**config.mk**
```make
export PLATFORM = sky130hd
export DESIGN_NAME = crc_checked_record_validator_core
export DESIGN_NICKNAME = d
export VERILOG_FILES = /design/src/hw/rtl/ccrv_pkg.sv /design/src/hw/rtl/ccrv_ram.sv /design/src/hw/rtl/ccrv_front.sv /design/src/hw/rtl/ccrv_cmd_queue.sv /design/src/hw/rtl/ccrv_back.sv /design/src/hw/rtl/crc_checked_record_validator_core.sv
export SDC_FILE = /design/constraint.sdc
export NUM_CORES = 2
export LEC_CHECK = 0
export ABC_AREA = 1
export BUFFER_PORTS_ARGS = -buffer_cell sky130_fd_sc_hd__buf_2
export CAP_MARGIN = 20
export CORE_ASPECT_RATIO = 1.25
export CORE_UTILIZATION = 57
export CTS_BUF_LIST = sky130_fd_sc_hd__clkbuf_8
export DETAILED_ROUTE_END_ITERATION = 16
export GPL_TIMING_DRIVEN = 0
export PLACE_DENSITY = 0.73
export SYNTH_ARGS = -nofsm -noshare
export SYNTH_HDL_FRONTEND = slang
export SYNTH_SLANG_ARGS = --single-unit
```
**constraint.sdc**
```tcl
create_clock -name clk -period 5.8 [get_ports clk]
set_input_delay 0 -clock clk [delete_from_list [all_inputs] [get_ports clk]]
set_output_delay 0 -clock clk [all_outputs]
set_load 0.005 [all_outputs]
```
**src/hw/rtl/ccrv_pkg.sv**
```systemverilog
// ----------------------------------------------------------------------------
// ccrv_pkg
// Shared types, constants and the CRC-32 word update for the record validator.
// ----------------------------------------------------------------------------
package ccrv_pkg;

  // Default number of payload words in one record.
  localparam int PAYLOAD_WORDS_DEF = 16;

  // Width of the word position counter within a record.
  localparam int POS_W = 6;

  // Header and CRC constants.
  localparam logic [31:0] REC_MAGIC   = 32'h4341_4C31;
  localparam logic [31:0] REC_VERSION = 32'h0000_0001;
  localparam logic [31:0] CRC_POLY    = 32'hEDB8_8320;
  localparam logic [31:0] ALL_ONES    = 32'hFFFF_FFFF;

  // Result status codes.
  typedef enum logic [1:0] {
    ST_OK      = 2'd0,
    ST_EMPTY   = 2'd1,
    ST_INVALID = 2'd2
  } status_t;

  // Result kind codes.
  typedef enum logic {
    KIND_STATUS  = 1'b0,
    KIND_PAYLOAD = 1'b1
  } kind_t;

  // One command from the front to the back: the status of a finished record
  // and the payload bank that holds its words.
  typedef struct packed {
    status_t status;
    logic    bank;
  } cmd_t;

  // Reflected CRC-32 update over the four little-endian bytes of one word.
  function automatic logic [31:0] crc32_word(input logic [31:0] crc, input logic [31:0] w);
    logic [31:0] c;
    c = crc ^ w;
    for (int i = 0; i < 32; i++) begin
      c = c[0] ? ((c >> 1) ^ CRC_POLY) : (c >> 1);
    end
    return c;
  endfunction

endpackage

```
**src/hw/rtl/ccrv_ram.sv**
```systemverilog
// ----------------------------------------------------------------------------
// ccrv_ram
// Generic single-write, single-read RAM with a registered read port.
// ----------------------------------------------------------------------------
module ccrv_ram #(
  parameter int WIDTH = 32,
  parameter int DEPTH = 32,
  parameter int AW    = (DEPTH > 1) ? $clog2(DEPTH) : 1
) (
  input  logic             clk,
  input  logic             wr_en,
  input  logic [AW-1:0]    wr_addr,
  input  logic [WIDTH-1:0] wr_data,
  input  logic             rd_en,
  input  logic [AW-1:0]    rd_addr,
  output logic [WIDTH-1:0] rd_data
);

  logic [WIDTH-1:0] mem_r [DEPTH];
  logic [WIDTH-1:0] rd_data_r;

  // Write port.
  always_ff @(posedge clk) begin
    if (wr_en) begin
      mem_r[wr_addr] <= wr_data;
    end
  end

  // Registered read port; the data holds while no read is issued.
  always_ff @(posedge clk) begin
    if (rd_en) begin
      rd_data_r <= mem_r[rd_addr];
    end
  end

  assign rd_data = rd_data_r;

endmodule

```
**src/hw/rtl/ccrv_front.sv**
```systemverilog
// ----------------------------------------------------------------------------
// ccrv_front
// Accepts record words, runs the CRC and header checks, stores the payload
// into one of two banks and hands one command per record to the queue.
// ----------------------------------------------------------------------------
module ccrv_front #(
  parameter int PAYLOAD_WORDS = ccrv_pkg::PAYLOAD_WORDS_DEF,
  parameter int AW            = $clog2(2 * PAYLOAD_WORDS)
) (
  input  logic               clk,
  input  logic               rst_n,
  input  logic               in_tvalid,
  output logic               in_tready,
  input  logic [31:0]        in_tdata,
  input  logic               in_start,
  input  logic               q_full,
  output logic               q_push,
  output ccrv_pkg::cmd_t     q_cmd,
  input  logic               bank_done,
  output logic               wr_en,
  output logic [AW-1:0]      wr_addr,
  output logic [31:0]        wr_data
);
  import ccrv_pkg::*;

  localparam logic [POS_W-1:0] CRC_POS  = POS_W'(PAYLOAD_WORDS + 4);
  localparam logic [31:0]      SIZE_VAL = 32'(4 * PAYLOAD_WORDS);

  logic [31:0]      crc_r, crc_nxt;
  logic [POS_W-1:0] pos_r, pos_nxt;
  logic             header_bad_r, header_bad_nxt;
  logic             empty_r, empty_nxt;
  logic             wr_bank_r, wr_bank_nxt;
  logic [1:0]       banks_r, banks_nxt;

  logic             accept;
  logic [POS_W-1:0] p;
  logic [31:0]      crc_base;
  logic             bad_base;
  logic             is_crc;
  logic             is_pay;
  logic [POS_W-1:0] pay_idx;
  status_t          st;

  // Take a word only when the queue has room and a payload bank is free.
  assign in_tready = !q_full && (banks_r != 2'd2);
  assign accept    = in_tvalid && in_tready;

  // Position of this word, with a start mark forcing a new record.
  always_comb begin
    p        = in_start ? '0 : pos_r;
    crc_base = (p == '0) ? ALL_ONES : crc_r;
    bad_base = (p == '0) ? 1'b0 : header_bad_r;
    is_crc   = (p >= CRC_POS);
    is_pay   = (p >= POS_W'(4)) && !is_crc;
    pay_idx  = p - POS_W'(4);
  end

  // Status of a record at its CRC word; empty wins over every other check.
  always_comb begin
    if (empty_r) begin
      st = ST_EMPTY;
    end else if (header_bad_r || ((crc_r ^ ALL_ONES) != in_tdata)) begin
      st = ST_INVALID;
    end else begin
      st = ST_OK;
    end
  end

  // Per-word state update.
  always_comb begin
    crc_nxt        = crc_r;
    pos_nxt        = pos_r;
    header_bad_nxt = header_bad_r;
    empty_nxt      = empty_r;
    wr_bank_nxt    = wr_bank_r;
    q_push         = 1'b0;
    if (accept) begin
      if (p == '0) begin
        empty_nxt = (in_tdata == ALL_ONES);
      end
      if (!is_crc) begin
        header_bad_nxt = bad_base
                         || ((p == POS_W'(0)) && (in_tdata != REC_MAGIC))
                         || ((p == POS_W'(1)) && (in_tdata != REC_VERSION))
                         || ((p == POS_W'(2)) && (in_tdata != SIZE_VAL));
        crc_nxt = crc32_word(crc_base, in_tdata);
        pos_nxt = p + POS_W'(1);
      end else begin
        crc_nxt = ALL_ONES;
        pos_nxt = '0;
        q_push  = 1'b1;
        if (st == ST_OK) begin
          wr_bank_nxt = !wr_bank_r;
        end
      end
    end
  end

  assign q_cmd.status = st;
  assign q_cmd.bank   = wr_bank_r;

  // Count of banks held by records that are queued or being sent.
  always_comb begin
    banks_nxt = banks_r;
    if (q_push && (st == ST_OK) && !bank_done) begin
      banks_nxt = banks_r + 2'd1;
    end else if (!(q_push && (st == ST_OK)) && bank_done) begin
      banks_nxt = banks_r - 2'd1;
    end
  end

  // Payload write into the current bank.
  assign wr_en   = accept && is_pay;
  assign wr_addr = (wr_bank_r ? AW'(PAYLOAD_WORDS) : AW'(0)) + AW'(pay_idx);
  assign wr_data = in_tdata;

  always_ff @(posedge clk) begin
    if (!rst_n) begin
      crc_r        <= ALL_ONES;
      pos_r        <= '0;
      header_bad_r <= 1'b0;
      empty_r      <= 1'b0;
      wr_bank_r    <= 1'b0;
      banks_r      <= 2'd0;
    end else begin
      crc_r        <= crc_nxt;
      pos_r        <= pos_nxt;
      header_bad_r <= header_bad_nxt;
      empty_r      <= empty_nxt;
      wr_bank_r    <= wr_bank_nxt;
      banks_r      <= banks_nxt;
    end
  end

endmodule

```
**src/hw/rtl/ccrv_cmd_queue.sv**
```systemverilog
// ----------------------------------------------------------------------------
// ccrv_cmd_queue
// Two-entry queue of record commands between the front and the back.
// ----------------------------------------------------------------------------
module ccrv_cmd_queue (
  input  logic           clk,
  input  logic           rst_n,
  input  logic           push,
  input  ccrv_pkg::cmd_t push_cmd,
  input  logic           pop,
  output ccrv_pkg::cmd_t head_cmd,
  output logic           empty,
  output logic           full
);
  import ccrv_pkg::*;

  cmd_t       entry_r [2];
  logic       wr_ptr_r, wr_ptr_nxt;
  logic       rd_ptr_r, rd_ptr_nxt;
  logic [1:0] cnt_r, cnt_nxt;

  assign empty    = (cnt_r == 2'd0);
  assign full     = (cnt_r == 2'd2);
  assign head_cmd = entry_r[rd_ptr_r];

  // Pointer and fill count update.
  always_comb begin
    wr_ptr_nxt = push ? !wr_ptr_r : wr_ptr_r;
    rd_ptr_nxt = pop ? !rd_ptr_r : rd_ptr_r;
    cnt_nxt    = cnt_r;
    if (push && !pop) begin
      cnt_nxt = cnt_r + 2'd1;
    end else if (pop && !push) begin
      cnt_nxt = cnt_r - 2'd1;
    end
  end

  // Entry storage.
  always_ff @(posedge clk) begin
    if (push) begin
      entry_r[wr_ptr_r] <= push_cmd;
    end
  end

  always_ff @(posedge clk) begin
    if (!rst_n) begin
      wr_ptr_r <= 1'b0;
      rd_ptr_r <= 1'b0;
      cnt_r    <= 2'd0;
    end else begin
      wr_ptr_r <= wr_ptr_nxt;
      rd_ptr_r <= rd_ptr_nxt;
      cnt_r    <= cnt_nxt;
    end
  end

endmodule

```
**src/hw/rtl/ccrv_back.sv**
```systemverilog
// ----------------------------------------------------------------------------
// ccrv_back
// Takes record commands, sends the status result and, for a good record,
// reads its payload bank and sends the words through the output register.
// ----------------------------------------------------------------------------
module ccrv_back #(
  parameter int PAYLOAD_WORDS = ccrv_pkg::PAYLOAD_WORDS_DEF,
  parameter int AW            = $clog2(2 * PAYLOAD_WORDS),
  parameter int IDX_W         = (PAYLOAD_WORDS > 1) ? $clog2(PAYLOAD_WORDS) : 1
) (
  input  logic           clk,
  input  logic           rst_n,
  input  logic           q_empty,
  input  ccrv_pkg::cmd_t q_head,
  output logic           q_pop,
  output logic           bank_done,
  output logic           rd_en,
  output logic [AW-1:0]  rd_addr,
  input  logic [31:0]    rd_data,
  output logic           out_tvalid,
  input  logic           out_tready,
  output logic [39:0]    out_tdata,
  output logic           out_tuser,
  output logic           out_tlast
);
  import ccrv_pkg::*;

  localparam logic [IDX_W-1:0] LAST_IDX = IDX_W'(PAYLOAD_WORDS - 1);

  typedef enum logic [1:0] {
    B_IDLE = 2'b01,
    B_PAY  = 2'b10
  } bstate_t;

  bstate_t          state_r, state_nxt;
  logic [IDX_W-1:0] idx_r, idx_nxt;
  logic             bank_r, bank_nxt;
  logic             out_valid_r, out_valid_nxt;
  logic             out_kind_r, out_kind_nxt;
  status_t          out_status_r, out_status_nxt;
  logic [31:0]      out_pay_r, out_pay_nxt;
  logic             out_last_r, out_last_nxt;

  logic             out_free;
  logic             rd_bank;
  logic [IDX_W-1:0] rd_idx;

  assign out_free = !out_valid_r || out_tready;

  // Sequencer: status first, then one payload word a cycle while the output register is free.
  always_comb begin
    state_nxt      = state_r;
    idx_nxt        = idx_r;
    bank_nxt       = bank_r;
    out_kind_nxt   = out_kind_r;
    out_status_nxt = out_status_r;
    out_pay_nxt    = out_pay_r;
    out_last_nxt   = out_last_r;
    out_valid_nxt  = out_valid_r && !out_tready;
    q_pop          = 1'b0;
    bank_done      = 1'b0;
    rd_en          = 1'b0;
    rd_bank        = bank_r;
    rd_idx         = idx_r;
    case (state_r)
      B_IDLE: begin
        if (!q_empty && out_free) begin
          q_pop          = 1'b1;
          out_valid_nxt  = 1'b1;
          out_kind_nxt   = KIND_STATUS;
          out_status_nxt = q_head.status;
          out_pay_nxt    = '0;
          out_last_nxt   = (q_head.status != ST_OK);
          if (q_head.status == ST_OK) begin
            rd_en     = 1'b1;
            rd_bank   = q_head.bank;
            rd_idx    = '0;
            bank_nxt  = q_head.bank;
            idx_nxt   = '0;
            state_nxt = B_PAY;
          end
        end
      end
      B_PAY: begin
        if (out_free) begin
          out_valid_nxt  = 1'b1;
          out_kind_nxt   = KIND_PAYLOAD;
          out_status_nxt = ST_OK;
          out_pay_nxt    = rd_data;
          out_last_nxt   = (idx_r == LAST_IDX);
          if (idx_r == LAST_IDX) begin
            bank_done = 1'b1;
            state_nxt = B_IDLE;
          end else begin
            rd_en   = 1'b1;
            rd_idx  = idx_r + IDX_W'(1);
            idx_nxt = idx_r + IDX_W'(1);
          end
        end
      end
      default: begin
        state_nxt = B_IDLE;
      end
    endcase
  end

  assign rd_addr = (rd_bank ? AW'(PAYLOAD_WORDS) : AW'(0)) + AW'(rd_idx);

  assign out_tvalid = out_valid_r;
  assign out_tdata  = {6'd0, out_pay_r, out_status_r};
  assign out_tuser  = out_kind_r;
  assign out_tlast  = out_last_r;

  always_ff @(posedge clk) begin
    if (!rst_n) begin
      state_r     <= B_IDLE;
      out_valid_r <= 1'b0;
    end else begin
      state_r     <= state_nxt;
      out_valid_r <= out_valid_nxt;
    end
  end

  // Payload and index registers need no reset.
  always_ff @(posedge clk) begin
    idx_r        <= idx_nxt;
    bank_r       <= bank_nxt;
    out_kind_r   <= out_kind_nxt;
    out_status_r <= out_status_nxt;
    out_pay_r    <= out_pay_nxt;
    out_last_r   <= out_last_nxt;
  end

endmodule

```
**src/hw/rtl/crc_checked_record_validator_core.sv**
```systemverilog
// ----------------------------------------------------------------------------
// crc_checked_record_validator_core
// Checks CRC-32 protected records word by word and releases verified payload.
// ----------------------------------------------------------------------------
// The block takes one 32-bit record word per cycle (magic, version, size,
// sequence, PAYLOAD_WORDS payload words, CRC) and answers each record with a
// status result; a good record's payload words follow, one per cycle while the
// output is ready, read from a two-bank payload RAM. A record of
// PAYLOAD_WORDS+5 words thus gives PAYLOAD_WORDS+1 results, or one result
// for an empty or invalid record. The input side stalls only while both
// payload banks are held by good records waiting to be sent or while the
// two-entry command queue is full. With the output ready, a record's results
// take fewer cycles than its words, so the input accepts one word every cycle;
// stalls on the output stream reach the input once both banks are held.
module crc_checked_record_validator_core #(
  parameter int PAYLOAD_WORDS = ccrv_pkg::PAYLOAD_WORDS_DEF
) (
  input  logic        clk,
  input  logic        rst_n,
  input  logic        in_tvalid,
  output logic        in_tready,
  input  logic [31:0] in_tdata,   // [31:0] word
  input  logic        in_tuser,   // [0] starts_record
  output logic        out_tvalid,
  input  logic        out_tready,
  output logic [39:0] out_tdata,  // [1:0] status, [33:2] payload_word, [39:34] zero
  output logic        out_tuser,  // [0] kind
  output logic        out_tlast
);
  import ccrv_pkg::*;

  localparam int DEPTH = 2 * PAYLOAD_WORDS;
  localparam int AW    = $clog2(DEPTH);

  logic          q_full, q_empty, q_push, q_pop;
  cmd_t          q_cmd, q_head;
  logic          bank_done;
  logic          wr_en, rd_en;
  logic [AW-1:0] wr_addr, rd_addr;
  logic [31:0]   wr_data, rd_data;

  // Front end: checks and payload capture.
  ccrv_front #(
    .PAYLOAD_WORDS (PAYLOAD_WORDS),
    .AW            (AW)
  ) u_front (
    .clk       (clk),
    .rst_n     (rst_n),
    .in_tvalid (in_tvalid),
    .in_tready (in_tready),
    .in_tdata  (in_tdata),
    .in_start  (in_tuser),
    .q_full    (q_full),
    .q_push    (q_push),
    .q_cmd     (q_cmd),
    .bank_done (bank_done),
    .wr_en     (wr_en),
    .wr_addr   (wr_addr),
    .wr_data   (wr_data)
  );

  // Command queue between the two sides.
  ccrv_cmd_queue u_queue (
    .clk      (clk),
    .rst_n    (rst_n),
    .push     (q_push),
    .push_cmd (q_cmd),
    .pop      (q_pop),
    .head_cmd (q_head),
    .empty    (q_empty),
    .full     (q_full)
  );

  // Two payload banks.
  ccrv_ram #(
    .WIDTH (32),
    .DEPTH (DEPTH),
    .AW    (AW)
  ) u_ram (
    .clk     (clk),
    .wr_en   (wr_en),
    .wr_addr (wr_addr),
    .wr_data (wr_data),
    .rd_en   (rd_en),
    .rd_addr (rd_addr),
    .rd_data (rd_data)
  );

  // Back end: result sequencing.
  ccrv_back #(
    .PAYLOAD_WORDS (PAYLOAD_WORDS),
    .AW            (AW)
  ) u_back (
    .clk        (clk),
    .rst_n      (rst_n),
    .q_empty    (q_empty),
    .q_head     (q_head),
    .q_pop      (q_pop),
    .bank_done  (bank_done),
    .rd_en      (rd_en),
    .rd_addr    (rd_addr),
    .rd_data    (rd_data),
    .out_tvalid (out_tvalid),
    .out_tready (out_tready),
    .out_tdata  (out_tdata),
    .out_tuser  (out_tuser),
    .out_tlast  (out_tlast)
  );

endmodule
```
==> impl_metrics.toml <==
[setup_path]
path_buf_inv = 6
critPathArrivalTime_ns = 6.32
slowest_stage = "clkbuf_1"
critPathMaxStageDelay_ns = 0.81
crit_type = "reg2reg"
cp_cell_sequence = "inv_1, nor2_1, inv_1, nand2_1, inv_1, nor2_1, nor3_1, o21ai_1, clkbuf_2, clkbuf_1, clkbuf_2, a32oi_1, o211ai_1, a31oi_1"
timing.critical_path.from_type = "flip-flop"
path_max_fanout = 10
cp_top_family = "buffers and inverters"
path_common_cell = "inv_1"
crit_path_end_kind = "flip-flop"
cp.required_ns = 6.33
rr_worst_depth = 14
crit_cells = 14

[clock_network]
clock_sinks = 1154
cts_tree = "built"
post_cts_buffers = 0
clock_tree.root_cell = "clkbuf_8"
clockBufferDepth = 3
htreeDepth = 4
clkLatencyLatePin_ns = 0.87
clk_pin_slew_ns = 0.07
numCtsBuffers = 169

[layout]
final_nets = 4824
layoutNonFillerInstCount = 6075
post_route_cells_drive_above_1_share_pct = 11.2
final_area_sq_um = 57500
regArea_sq_um = 34100
fill_cells = 6770
multi_input_area_sq_um = 15500
area.growth.synth_to_final_pct = 12.4

[timing]
hold_ws_ns = 0.0913
slew_headroom_pct = 16.9
rsz0062_at_grt = "false"
fin_crit_sh_pct = 99.9
setup_violations = 0
hold_viol = 0
skew_ns = 0.0395
fmax_mhz = 173
final.min_clock_period_ns = 5.80
final_max_slew_viol_count = 0
worst_slew_pin_slew_ns = 1.25
setup_tns_ns = 0
layout_setup_ws_ns = 0.00489

[synthesis]
synth_area_sq_um = 51100
synth_xor_area_share_pct = 1.91
synth_seq_area_share_pct = 66.7
ys_ff_latch = 1154
synth-compound-area-share_pct = 12.5
muxShareOfSynthArea_pct = 0.0612
synth_adder_area_share_pct = 0.318
yosys_warnings = 0
syn_avg_cell_area_sq_um = 11.5
yosys.area_share.simple_pct = 15.0
synth_edf_count = 1098
synthCells = 4446
synth_flop_cell = "edfxtp_1"
synth_cell_type_count = 54
ys_async_sr_fraction_pct = 0
synth_top_family_by_area = "simple AND/OR/NAND/NOR gates"

[route]
wl_mm = 181
ant_nets = 0
avgViaCountPerCell = 6.47
wl_per_cell_um = 29.8
vias = 39300
drt_iter0_drc = 6093
drc = 0
first_pass_iters = 8

[floorplanning]
coreArea_sq_um = 88700
die_h_um = 337
fp-row-count = 122
start_util_pct = 57.6
io_pins = 81
die_w_um = 270
dieArea_sq_um = 90900

[place]
pre_cts_ws_ns = -0.232
hpwl_mm = 124
gp_congestion = 0.999
place_inst = 5744
post_dp_cell_area_sq_um = 54100
portBuffers = 74

[power]
power_density_nw_per_um2 = 482
leakagePower_nw = 20.5
irDropWorstVdd_mv = 0.557

[global_route]
grt_pass1_wl_mm = 254
grt_usage_pct = 39.6
grt_pass1_vias = 37500
antenna_found_initial = 3
grt_start_max_net_pins = 40
overflow = 0

[worst_hold_path]
hp-class = "in2reg"
hold_depth = 5

[run_status]
status = "finished, final reports clean"

[job]
drv_cap = 0
cells in the mapped netlist (all sizes together) (3+ instances only):
library cell,n,share of area [%]
nor2,457,3.4
or2,18,0.22
inv,198,1.5
a32oi,79,1.4
buf,24,0.36
clkinv,4,0.029
o211ai,82,1.2
a31oi,50,0.61
nor4,13,0.16
o221ai,179,3.1
o21bai,178,2.6
clkbuf,222,1.6
o21ai,224,2.2
o21a,5,0.073
dfxtp,56,2.2
xor2,82,1.4
a21oi,102,1.0
nand2,1046,8.4
nand4,11,0.13
edfxtp,1098,64
nand3,232,2.5
nor3,10,0.098
nand3b,8,0.12
ha,13,0.32
o2111ai,3,0.051
xnor2,26,0.46
o22ai,13,0.16
timing repair:
action,in CTS,in global routing
endpoints found under the hold margin,1074,0
hold buffers,36,0
pin swaps,0,0
setup endpoints to repair,8,6
gates resized for setup,1,3
worst reg2reg max path: stages, from the launching register on:
cell and delay (ns):
dfxtp_1 0.35, inv_1 0.04, nor2_1 0.31, inv_1 0.22
nand2_1 0.13, inv_1 0.05, nor2_1 0.21, nor3_1 0.17
o21ai_1 0.72, clkbuf_2 0.61, clkbuf_1 0.82, clkbuf_2 0.65
a32oi_1 0.20, o211ai_1 0.69, a31oi_1 0.27
through the flow:
stage	util (%)	total power, mW
after detailed placement	61.0	21.4
after CTS	64.8	27.3
after global placement	59.7	21.2
after global routing	64.8	28.8
after floorplan	-	17.3
final	64.8	27.7
registers in the layout, summed over array words and instances (netlist names), 2 cells and up, named ones only:
name and cells:
u_ram.mem_r 1024, u_back.out_pay_r 32, u_front.crc_r 32, u_ram.rd_data 32, u_front.pos_r 6, u_queue.entry_r 6
u_back.idx_r 4, u_back.out_status_r 2, u_back.state_r 2, u_front.banks_r 2, u_queue.cnt_r 2
worst paths after layout:
kind / to / startpoint / slack (ns)
max: u_ram.rd_data[24] / u_back.out_tvalid / 0.005
min: u_queue.rd_ptr_r / rst_n / 0.09
max reg2reg: u_ram.rd_data[24] / u_back.out_tvalid / 0.005
min reg2reg: u_front.pos_r[2] / u_front.pos_r[2] / 0.47
layout by cell type (no fill, tap or decap), drive strengths merged, types with 8 or more instances in the layout:
master,count
a21oi,102
a31oi,50
a32oi,79
buf,140
clkbuf,394
clkinv,47
dfxtp,56
dlygate4sd3,36
edfxtp,1098
ha,13
inv,268
nand2,1046
nand3,232
nand3b,8
nand4,11
nor2,457
nor3,10
nor4,13
o211ai,82
o21ai,224
o21bai,178
o221ai,179
o22ai,13
or2,18
xnor2,26
xor2,82
final cells by class:
class	instances	area share, %
timing repair buffer	152	2.78
sequential	1154	59.3
tap	1178	2.56
multi-input combinational	2849	27.0
clock inverter	120	1.09
clock buffer	172	4.12
buffer	246	1.78
antenna	2	0.00871
inverter	202	1.34
cell families (layout without fill, tap and decap cells):
logic type,after synthesis,count (layout)
AND/OR/NAND/NOR,1797,1797
flip-flops,1154,1154
other,1,8
adder cells (fa/ha/maj),13,13
XOR/XNOR,108,108
multiplexers,3,3
AO/OA/AOI/OAI,922,922
buffers and inverters,448,892
power by group:
part | leakage [nW] | internal (mW) | total (mW) | switching, mW
clock | 1.75 | 2.90 | 6.01 | 3.11
sequential | 10.4 | 9.51 | 9.68 | 0.167
combinational | 8.39 | 3.33 | 12.0 | 8.67
metal layers:
layer  vias to the layer above  GRT usage (%)  share of wire [%]
met5                         -              0                  0
met4                         0           34.4                 10
met3                       774           8.75                 12
met2                      3079           63.5                 46
met1                     18700           45.3                 32
li1                      16800              -                  -
No activity file was read; power rests on OpenSTA's default activity.
